===== config.mk =====
export PLATFORM = sky130hd
export DESIGN_NAME = fraction_sum_accumulator_unit
export DESIGN_NICKNAME = d
export VERILOG_FILES = /design/src/fsa_pkg.sv /design/src/fsa_div.sv /design/src/fsa_dp.sv /design/src/fsa_ctrl.sv /design/src/fraction_sum_accumulator_unit.sv
export SDC_FILE = /design/constraint.sdc
export NUM_CORES = 2
export LEC_CHECK = 0
export BUFFER_PORTS_ARGS = -buffer_cell sky130_fd_sc_hd__buf_4
export CORE_MARGIN = 3
export CORE_UTILIZATION = 31
export DETAILED_ROUTE_END_ITERATION = 10
export GPL_TIMING_DRIVEN = 0
export HOLD_SLACK_MARGIN = 0.1
export SYNTH_ARGS = -nofsm -noshare
export SYNTH_HDL_FRONTEND = slang
export SYNTH_SLANG_ARGS = --single-unit
export TNS_END_PERCENT = 20

===== constraint.sdc =====
create_clock -name aclk -period 17.79 [get_ports aclk]
set_input_delay 3.558 -clock aclk [delete_from_list [all_inputs] [get_ports aclk]]
set_output_delay 3.558 -clock aclk [all_outputs]
set_load 0.01 [all_outputs]

===== src/fsa_pkg.sv =====
// ----------------------------------------------------------------------------
// fsa_pkg: shared types and constants of the fraction sum accumulator
// Payload structs, controller command codes and the datapath status group.
// ----------------------------------------------------------------------------
package fsa_pkg;

    localparam int VALUE_W = 31;
    localparam int PROD_W  = 2 * VALUE_W;
    localparam int CNT_W   = $clog2(VALUE_W);

    typedef struct packed {
        logic [VALUE_W-1:0] frac_num;
        logic [VALUE_W-1:0] frac_den;
        logic               last;
    } fsa_in_t;

    typedef struct packed {
        logic [VALUE_W-1:0] sum_num;
        logic [VALUE_W-1:0] sum_den;
        logic               overflow;
    } fsa_out_t;

    typedef enum logic [4:0] {
        CMD_NONE,
        CMD_LOAD,
        CMD_EUC_DIV,
        CMD_EUC_STEP,
        CMD_DIV_Q1,
        CMD_SAVE_Q1,
        CMD_DIV_Q2,
        CMD_SAVE_Q2,
        CMD_MUL_LCM,
        CMD_SAVE_LCM,
        CMD_MUL_NA,
        CMD_SAVE_NA,
        CMD_MUL_NB,
        CMD_SAVE_SUM,
        CMD_ZERO_TOTAL,
        CMD_LOAD_EUC2,
        CMD_DIV_NUM,
        CMD_SAVE_NUM,
        CMD_DIV_DEN,
        CMD_SAVE_DEN,
        CMD_DROP,
        CMD_EMIT
    } fsa_cmd_t;

    typedef struct packed {
        logic b_zero;
        logic div_done;
        logic prod_ovf;
        logic sum_ovf;
        logic sum_zero;
        logic last;
        logic out_full;
    } fsa_status_t;

endpackage


===== src/fsa_div.sv =====
// ----------------------------------------------------------------------------
// fsa_div: iterative unsigned divider
// Restoring division, one quotient bit per cycle; quotient and remainder
// hold until the next start.
// ----------------------------------------------------------------------------
module fsa_div
    import fsa_pkg::*;
(
    input  logic               aclk,
    input  logic               aresetn,
    input  logic               start,
    input  logic [VALUE_W-1:0] dividend,
    input  logic [VALUE_W-1:0] divisor,
    output logic               done,
    output logic [VALUE_W-1:0] quot,
    output logic [VALUE_W-1:0] rem
);

    logic [VALUE_W-1:0] q_reg, q_next;
    logic [VALUE_W-1:0] r_reg, r_next;
    logic [VALUE_W-1:0] d_reg, d_next;
    logic [CNT_W-1:0]   cnt_reg, cnt_next;
    logic               busy_reg, busy_next;
    logic               done_reg, done_next;
    logic [VALUE_W:0]   partial;
    logic [VALUE_W:0]   trial;

    assign partial = {r_reg, q_reg[VALUE_W-1]};
    assign trial   = partial - {1'b0, d_reg};

    always_comb begin
        q_next    = q_reg;
        r_next    = r_reg;
        d_next    = d_reg;
        cnt_next  = cnt_reg;
        busy_next = busy_reg;
        done_next = 1'b0;
        if (start) begin
            q_next    = dividend;
            r_next    = '0;
            d_next    = divisor;
            cnt_next  = CNT_W'(VALUE_W - 1);
            busy_next = 1'b1;
        end else if (busy_reg) begin
            if (!trial[VALUE_W]) begin
                r_next = trial[VALUE_W-1:0];
                q_next = {q_reg[VALUE_W-2:0], 1'b1};
            end else begin
                r_next = partial[VALUE_W-1:0];
                q_next = {q_reg[VALUE_W-2:0], 1'b0};
            end
            if (cnt_reg == '0) begin
                busy_next = 1'b0;
                done_next = 1'b1;
            end else begin
                cnt_next = cnt_reg - 1'b1;
            end
        end
    end

    always_ff @(posedge aclk) begin
        if (!aresetn) begin
            busy_reg <= 1'b0;
            done_reg <= 1'b0;
        end else begin
            busy_reg <= busy_next;
            done_reg <= done_next;
        end
    end

    always_ff @(posedge aclk) begin
        q_reg   <= q_next;
        r_reg   <= r_next;
        d_reg   <= d_next;
        cnt_reg <= cnt_next;
    end

    assign done = done_reg;
    assign quot = q_reg;
    assign rem  = r_reg;

endmodule


===== src/fsa_dp.sv =====
// ----------------------------------------------------------------------------
// fsa_dp: datapath of the fraction sum accumulator
// Running total, gcd operands, one multiplier, the shared divider and the
// result register, all driven by controller commands.
// ----------------------------------------------------------------------------
module fsa_dp
    import fsa_pkg::*;
(
    input  logic        aclk,
    input  logic        aresetn,
    input  fsa_cmd_t    cmd,
    output fsa_status_t status,
    input  fsa_in_t     s_data,
    output logic        m_valid,
    input  logic        m_ready,
    output fsa_out_t    m_data
);

    logic [VALUE_W-1:0] tn_reg, tn_next;
    logic [VALUE_W-1:0] td_reg, td_next;
    logic               ovf_reg, ovf_next;
    logic               m_valid_reg, m_valid_next;

    logic [VALUE_W-1:0] fn_reg, fd_reg;
    logic               last_reg;
    logic [VALUE_W-1:0] a_reg, b_reg;
    logic [VALUE_W-1:0] q1_reg, q2_reg;
    logic [VALUE_W-1:0] lcm_reg, na_reg, sum_reg;
    logic [PROD_W-1:0]  prod_reg;
    fsa_out_t           out_reg;

    logic               div_start;
    logic [VALUE_W-1:0] div_dividend, div_divisor;
    logic               div_done;
    logic [VALUE_W-1:0] div_quot, div_rem;
    logic [VALUE_W-1:0] mul_a, mul_b;
    logic [VALUE_W:0]   sum_wide;
    logic               prod_ovf;

    fsa_div u_div (
        .aclk     (aclk),
        .aresetn  (aresetn),
        .start    (div_start),
        .dividend (div_dividend),
        .divisor  (div_divisor),
        .done     (div_done),
        .quot     (div_quot),
        .rem      (div_rem)
    );

    always_comb begin
        div_start    = 1'b1;
        div_dividend = a_reg;
        div_divisor  = b_reg;
        case (cmd)
            CMD_EUC_DIV: begin
                div_dividend = a_reg;
                div_divisor  = b_reg;
            end
            CMD_DIV_Q1: begin
                div_dividend = td_reg;
                div_divisor  = a_reg;
            end
            CMD_DIV_Q2: begin
                div_dividend = fd_reg;
                div_divisor  = a_reg;
            end
            CMD_DIV_NUM: begin
                div_dividend = sum_reg;
                div_divisor  = a_reg;
            end
            CMD_DIV_DEN: begin
                div_dividend = lcm_reg;
                div_divisor  = a_reg;
            end
            default: div_start = 1'b0;
        endcase
    end

    always_comb begin
        mul_a = q1_reg;
        mul_b = fd_reg;
        case (cmd)
            CMD_MUL_NA: begin
                mul_a = q2_reg;
                mul_b = tn_reg;
            end
            CMD_MUL_NB: begin
                mul_a = q1_reg;
                mul_b = fn_reg;
            end
            default: begin
                mul_a = q1_reg;
                mul_b = fd_reg;
            end
        endcase
    end

    assign prod_ovf = |prod_reg[PROD_W-1:VALUE_W];
    assign sum_wide = {1'b0, na_reg} + {1'b0, prod_reg[VALUE_W-1:0]};

    always_comb begin
        tn_next      = tn_reg;
        td_next      = td_reg;
        ovf_next     = ovf_reg;
        m_valid_next = m_valid_reg;
        if (m_valid_reg && m_ready) begin
            m_valid_next = 1'b0;
        end
        case (cmd)
            CMD_ZERO_TOTAL: begin
                tn_next = '0;
                td_next = VALUE_W'(1);
            end
            CMD_SAVE_NUM: tn_next = div_quot;
            CMD_SAVE_DEN: td_next = div_quot;
            CMD_DROP:     ovf_next = 1'b1;
            CMD_EMIT: begin
                tn_next      = '0;
                td_next      = VALUE_W'(1);
                ovf_next     = 1'b0;
                m_valid_next = 1'b1;
            end
            default: ;
        endcase
    end

    always_ff @(posedge aclk) begin
        if (!aresetn) begin
            tn_reg      <= '0;
            td_reg      <= VALUE_W'(1);
            ovf_reg     <= 1'b0;
            m_valid_reg <= 1'b0;
        end else begin
            tn_reg      <= tn_next;
            td_reg      <= td_next;
            ovf_reg     <= ovf_next;
            m_valid_reg <= m_valid_next;
        end
    end

    always_ff @(posedge aclk) begin
        case (cmd)
            CMD_LOAD: begin
                fn_reg   <= s_data.frac_num;
                fd_reg   <= (s_data.frac_den == '0) ? VALUE_W'(1) : s_data.frac_den;
                last_reg <= s_data.last;
                a_reg    <= td_reg;
                b_reg    <= (s_data.frac_den == '0) ? VALUE_W'(1) : s_data.frac_den;
            end
            CMD_EUC_STEP: begin
                a_reg <= b_reg;
                b_reg <= div_rem;
            end
            CMD_SAVE_Q1:  q1_reg <= div_quot;
            CMD_SAVE_Q2:  q2_reg <= div_quot;
            CMD_MUL_LCM,
            CMD_MUL_NA,
            CMD_MUL_NB:   prod_reg <= PROD_W'(mul_a) * PROD_W'(mul_b);
            CMD_SAVE_LCM: lcm_reg <= prod_reg[VALUE_W-1:0];
            CMD_SAVE_NA:  na_reg <= prod_reg[VALUE_W-1:0];
            CMD_SAVE_SUM: sum_reg <= sum_wide[VALUE_W-1:0];
            CMD_LOAD_EUC2: begin
                a_reg <= sum_reg;
                b_reg <= lcm_reg;
            end
            CMD_EMIT: begin
                out_reg.sum_num  <= tn_reg;
                out_reg.sum_den  <= td_reg;
                out_reg.overflow <= ovf_reg;
            end
            default: ;
        endcase
    end

    assign status.b_zero   = (b_reg == '0);
    assign status.div_done = div_done;
    assign status.prod_ovf = prod_ovf;
    assign status.sum_ovf  = sum_wide[VALUE_W];
    assign status.sum_zero = (sum_reg == '0);
    assign status.last     = last_reg;
    assign status.out_full = m_valid_reg;

    assign m_valid = m_valid_reg;
    assign m_data  = out_reg;

    // the total's denominator is never zero
    a_td_nonzero: assert property (@(posedge aclk) disable iff (!aresetn)
        td_reg != '0)
        else $error("total denominator became zero");

    a_div_nonzero: assert property (@(posedge aclk) disable iff (!aresetn)
        div_start |-> div_divisor != '0)
        else $error("divider started with zero divisor");

    a_save_fits: assert property (@(posedge aclk) disable iff (!aresetn)
        (cmd == CMD_SAVE_LCM || cmd == CMD_SAVE_NA || cmd == CMD_SAVE_SUM) |-> !prod_ovf)
        else $error("overflowing product kept");

    a_emit_free: assert property (@(posedge aclk) disable iff (!aresetn)
        cmd == CMD_EMIT |-> !m_valid_reg)
        else $error("result register overwritten");

    a_emit_restart: assert property (@(posedge aclk) disable iff (!aresetn)
        cmd == CMD_EMIT |=> m_valid_reg && tn_reg == '0 && td_reg == VALUE_W'(1) && !ovf_reg)
        else $error("total not restarted after emit");

endmodule


===== src/fsa_ctrl.sv =====
// ----------------------------------------------------------------------------
// fsa_ctrl: sequencer of the fraction sum accumulator
// Steps one fraction through gcd, lcm, scaling, sum and reduction by
// issuing datapath commands.
// ----------------------------------------------------------------------------
module fsa_ctrl
    import fsa_pkg::*;
(
    input  logic        aclk,
    input  logic        aresetn,
    input  logic        s_valid,
    output logic        s_ready,
    input  fsa_status_t status,
    output fsa_cmd_t    cmd
);

    typedef enum logic [20:0] {
        ST_IDLE   = 21'h000001,
        ST_EUC1   = 21'h000002,
        ST_EUC1_W = 21'h000004,
        ST_Q1     = 21'h000008,
        ST_Q1_W   = 21'h000010,
        ST_Q2     = 21'h000020,
        ST_Q2_W   = 21'h000040,
        ST_MLCM   = 21'h000080,
        ST_CLCM   = 21'h000100,
        ST_MNA    = 21'h000200,
        ST_CNA    = 21'h000400,
        ST_MNB    = 21'h000800,
        ST_CNB    = 21'h001000,
        ST_SUMCHK = 21'h002000,
        ST_EUC2   = 21'h004000,
        ST_EUC2_W = 21'h008000,
        ST_DNUM   = 21'h010000,
        ST_DNUM_W = 21'h020000,
        ST_DDEN   = 21'h040000,
        ST_DDEN_W = 21'h080000,
        ST_FIN    = 21'h100000
    } fsa_state_t;

    fsa_state_t state_reg, state_next;

    always_comb begin
        state_next = state_reg;
        cmd        = CMD_NONE;
        case (state_reg)
            ST_IDLE: begin
                if (s_valid) begin
                    cmd        = CMD_LOAD;
                    state_next = ST_EUC1;
                end
            end
            ST_EUC1: begin
                if (status.b_zero) begin
                    state_next = ST_Q1;
                end else begin
                    cmd        = CMD_EUC_DIV;
                    state_next = ST_EUC1_W;
                end
            end
            ST_EUC1_W: begin
                if (status.div_done) begin
                    cmd        = CMD_EUC_STEP;
                    state_next = ST_EUC1;
                end
            end
            ST_Q1: begin
                cmd        = CMD_DIV_Q1;
                state_next = ST_Q1_W;
            end
            ST_Q1_W: begin
                if (status.div_done) begin
                    cmd        = CMD_SAVE_Q1;
                    state_next = ST_Q2;
                end
            end
            ST_Q2: begin
                cmd        = CMD_DIV_Q2;
                state_next = ST_Q2_W;
            end
            ST_Q2_W: begin
                if (status.div_done) begin
                    cmd        = CMD_SAVE_Q2;
                    state_next = ST_MLCM;
                end
            end
            ST_MLCM: begin
                cmd        = CMD_MUL_LCM;
                state_next = ST_CLCM;
            end
            ST_CLCM: begin
                if (status.prod_ovf) begin
                    cmd        = CMD_DROP;
                    state_next = ST_FIN;
                end else begin
                    cmd        = CMD_SAVE_LCM;
                    state_next = ST_MNA;
                end
            end
            ST_MNA: begin
                cmd        = CMD_MUL_NA;
                state_next = ST_CNA;
            end
            ST_CNA: begin
                if (status.prod_ovf) begin
                    cmd        = CMD_DROP;
                    state_next = ST_FIN;
                end else begin
                    cmd        = CMD_SAVE_NA;
                    state_next = ST_MNB;
                end
            end
            ST_MNB: begin
                cmd        = CMD_MUL_NB;
                state_next = ST_CNB;
            end
            ST_CNB: begin
                if (status.prod_ovf || status.sum_ovf) begin
                    cmd        = CMD_DROP;
                    state_next = ST_FIN;
                end else begin
                    cmd        = CMD_SAVE_SUM;
                    state_next = ST_SUMCHK;
                end
            end
            ST_SUMCHK: begin
                // a zero sum is kept as 0/1 without reduction
                if (status.sum_zero) begin
                    cmd        = CMD_ZERO_TOTAL;
                    state_next = ST_FIN;
                end else begin
                    cmd        = CMD_LOAD_EUC2;
                    state_next = ST_EUC2;
                end
            end
            ST_EUC2: begin
                if (status.b_zero) begin
                    state_next = ST_DNUM;
                end else begin
                    cmd        = CMD_EUC_DIV;
                    state_next = ST_EUC2_W;
                end
            end
            ST_EUC2_W: begin
                if (status.div_done) begin
                    cmd        = CMD_EUC_STEP;
                    state_next = ST_EUC2;
                end
            end
            ST_DNUM: begin
                cmd        = CMD_DIV_NUM;
                state_next = ST_DNUM_W;
            end
            ST_DNUM_W: begin
                if (status.div_done) begin
                    cmd        = CMD_SAVE_NUM;
                    state_next = ST_DDEN;
                end
            end
            ST_DDEN: begin
                cmd        = CMD_DIV_DEN;
                state_next = ST_DDEN_W;
            end
            ST_DDEN_W: begin
                if (status.div_done) begin
                    cmd        = CMD_SAVE_DEN;
                    state_next = ST_FIN;
                end
            end
            ST_FIN: begin
                // hold a finished total until the result register is free
                if (!status.last) begin
                    state_next = ST_IDLE;
                end else if (!status.out_full) begin
                    cmd        = CMD_EMIT;
                    state_next = ST_IDLE;
                end
            end
            default: state_next = ST_IDLE;
        endcase
    end

    always_ff @(posedge aclk) begin
        if (!aresetn) begin
            state_reg <= ST_IDLE;
        end else begin
            state_reg <= state_next;
        end
    end

    assign s_ready = (state_reg == ST_IDLE);

endmodule


===== src/fraction_sum_accumulator_unit.sv =====
// ----------------------------------------------------------------------------
// fraction_sum_accumulator_unit: running sum of positive fractions
// Adds fractions over the lcm of the denominators and keeps the total reduced.
// ----------------------------------------------------------------------------
// Usage:
//   s_valid/s_ready/s_data carry one fraction per request (numerator,
//   denominator, last mark). A denominator of zero counts as one.
//   m_valid/m_ready/m_data carry the reduced total after each request with
//   the last mark set, with a sticky overflow flag; the total then restarts
//   at 0/1. A fraction whose lcm, scaled numerators or sum would leave the
//   31-bit range is dropped and only sets the overflow flag.
// Timing:
//   One fraction at a time. Each division runs in the shared iterative divider;
//   an item needs (k1 + k2 + 4) divisions, where k1 and k2 are the Euclid
//   step counts of the two gcd searches (at most 45 each for 31-bit values).
// Reset and stall:
//   aresetn (synchronous, active low) clears the total to 0/1 and drops any
//   pending result. A result waiting in the output register does not block
//   new requests; only the next last-marked item holds until it is taken.
// ----------------------------------------------------------------------------
module fraction_sum_accumulator_unit
    import fsa_pkg::*;
(
    input  logic     aclk,
    input  logic     aresetn,
    input  logic     s_valid,
    output logic     s_ready,
    input  fsa_in_t  s_data,
    output logic     m_valid,
    input  logic     m_ready,
    output fsa_out_t m_data
);

    fsa_cmd_t    cmd;
    fsa_status_t status;

    fsa_ctrl u_ctrl (
        .aclk    (aclk),
        .aresetn (aresetn),
        .s_valid (s_valid),
        .s_ready (s_ready),
        .status  (status),
        .cmd     (cmd)
    );

    fsa_dp u_dp (
        .aclk    (aclk),
        .aresetn (aresetn),
        .cmd     (cmd),
        .status  (status),
        .s_data  (s_data),
        .m_valid (m_valid),
        .m_ready (m_ready),
        .m_data  (m_data)
    );

endmodule


==> impl_metrics.yaml <==
run_status:
  status: "finished with violations"
  violations: "capacitance limit, slew limit"
timing:
  drv_slew: 1
  fin_tns_setup_ns: 0
  rsz0062_at_grt: "false"
  setup-violations-final: 0
  worstMarginPinSlew_ns: 1.48
  finalWorstPathRequiredPeriod_ns: 12.60
  hold_viol_final: 0
  max_freq_ghz: 0.0793
  post-route-period-util_pct: 70.8
  skew_ns: 0.0474
  slew_headroom_pct: -1.61
route:
  ant_nets: 0
  wl_um: 222000
  drt_iter0_drc: 4833
  avgRoutedWirePerCell_um: 26.5
  first_pass_iters: 9
  drc: 0
  vias: 44100
  viasPerCell: 5.26
place:
  post-dp-hpwl_um: 184000
  placed_area_sq_um: 61400
  gp_congestion: 1.03
  io_buffers: 131
clock_tree:
  ctsHoldBuffers: 0
  insertion_delay_ns: 0.66
  cts-root-buf: "clkbuf_16"
  cts_post_setup_buffers_inserted: 0
  clkSlewWorstSetupHoldPaths_ns: 0.07
  clk_path_buf_depth: 3
  cts_tree: "yes"
  cts_resized: 0
  numClockSinks: 590
  h-tree-depth: 2
  cts_made_buffers: 59
logic_synthesis:
  synth_area_per_cell_sq_um: 9.91
  ys_top_cells_by_area: "fa_1 (30%), edfxtp_1 (25%), ha_1 (7.0%)"
  synth_top_area_share_pct: 29.6
  yosysWarnings: 0
  syn-cell-area_sq_um: 56800
  async_flop_share_pct: 0
  synthDistinctLibCells: 98
  ys_seq_elements: 590
  synth-edff-count: 467
  yosysTopAreaCell: "fa_1"
  synth_cells: 5733
  ys.flop_type: "edfxtp_1"
  syn_nets: 6957
  ys_seq_area_share_pct: 29.0
global_route:
  grt.total_usage_pct: 23.5
  overflow: 0
  grtUsageMet3_pct: 4.54
  grt_max_degree: 63
  antenna_found_initial: 9
  grt_pass1_wl_um: 318000
  busiest_layer: "met2"
  grt_pass1_vias: 45300
  grt_use_met1_pct: 29.9
  met2_usage_pct: 36.6
critical_path:
  crit_path_max_fanout: 10
  critPathTopFamily: "adder cells"
  worstRegToRegCells: 33
  slowest_delay_ns: 0.99
  arrival_ns: 13.00
  crit_path_top_delay_cell: "clkbuf_1"
  cp.required_ns: 18.19
  critPathKind: "reg -> reg"
  crit_cells: 33
  path_common_cell: "fa_1"
  worstSetupStartpointType: "flip-flop"
  worst-path-buf-inv: 7
  endpoint_kind: "flip-flop"
floorplan:
  dieArea_sq_um: 189000
  die_h_um: 434
  num_rows: 156
  die_w_um: 434
  ios: 132
  initial_utilization_pct: 31.3
  core_area_sq_um: 182000
layout:
  drive_above_1_share_pct: 8.41
  fillers: 18400
  largest_reg_flops: 63
  syn2layout_area_growth_pct: 11.6
  final_area_sq_um: 63500
  final_core_util_pct: 35.0
  multi_input_area_sq_um: 35700
  nets: 7182
  seq_area_sq_um: 16500
worst_hold_path:
  hold_depth: 2
  hold_class: "reg -> reg"
flow_run:
  max_cap_violations: 1
==> synth_stat cells (37+ instances only) <==
master,instances
nor2_1,584
buf_2,121
a21o_1,70
clkbuf_1,152
and3_1,45
mux2i_1,70
a21oi_1,233
o21ai_0,78
ha_1,318
dfxtp_1,123
inv_1,882
edfxtp_1,467
fa_1,839
a22oi_1,127
and2_1,54
xnor2_1,82
nand2_1,968
nor4_1,37
==> per-layer routing <==
layer	up-vias	wire, um
met5	-	10
met4	2	17900
met3	529	20600
met2	2276	97700
met1	22400	86000
li1	18900	-
==> placed cells by master, fill, tap and decap left out, types with 29 or more instances in the layout <==
| cell type | n |
|---|---|
| xor2_1 | 29 |
| ha_1 | 318 |
| a21oi_1 | 233 |
| clkbuf_16 | 61 |
| clkbuf_1 | 160 |
| dfxtp_1 | 123 |
| and2_1 | 53 |
| buf_2 | 121 |
| buf_4 | 158 |
| nor3_1 | 29 |
| inv_1 | 881 |
| fa_1 | 839 |
| nand3_1 | 29 |
| nand2_1 | 968 |
| nor2_1 | 582 |
| nor4_1 | 36 |
| mux2i_1 | 52 |
| nand4_1 | 34 |
| xnor2_1 | 82 |
| a22oi_1 | 127 |
| a21o_1 | 70 |
| edfxtp_1 | 467 |
| o21ai_0 | 78 |
| and3_1 | 44 |
==> final cells by class <==
type	count	area share, %
Tap cell	2370	4.67
Clock inverter	37	0.651
Inverter	882	5.22
Timing Repair Buffer	164	2.22
Multi-Input combinational cell	3952	56.3
Clock buffer	74	2.56
Buffer	309	2.34
Sequential cell	590	26.0
Antenna cell	8	0.0316
==> through the flow <==
step	hold slack, ns	worst slack, ns	cells
after floorplan	0.409	8.59	5733
after global placement	0.441	4.70	8234
after detailed placement	0.446	5.61	8266
after CTS	0.460	5.53	8377
after global routing	0.460	5.00	8378
final	0.466	5.19	8386
==> cells by family (layout without fill, tap and decap cells) <==
family	Yosys count	count (layout)	synth area share, %
AND/OR/NAND/NOR	1889	1889	14.1
buffers and inverters	1191	1466	8.44
adder cells (fa/ha/maj)	1157	1157	36.6
AO/OA/AOI/OAI	724	724	8.96
flip-flops	590	590	29.0
XOR/XNOR	111	111	1.71
multiplexers	71	71	1.25
other	0	8	0
==> worst reg2reg max path, delay by kind of cell (launching register included) <==
family          cells  cell delay [ns]
compound gates      6             2.10
xor+xnor            1             0.06
fa+ha+maj           9             4.52
buf+inv             7             1.85
flops               1             0.36
mux                 1             0.86
simple gates        9             2.62
==> final timing paths <==
kind	slack, ns	to	startpoint
worst max register to register	5.19	u_dp.prod_reg[58]	u_ctrl.state_reg[18]
worst min-delay path	0.47	u_dp.u_div.cnt_reg[4]	u_dp.u_div.cnt_reg[4]
worst max-delay path	5.19	u_dp.prod_reg[58]	u_ctrl.state_reg[18]
worst min register to register	0.47	u_dp.u_div.cnt_reg[4]	u_dp.u_div.cnt_reg[4]
Power is not shown: default switching activity piles up to over one toggle a cycle in this logic, so the estimate is an artifact.
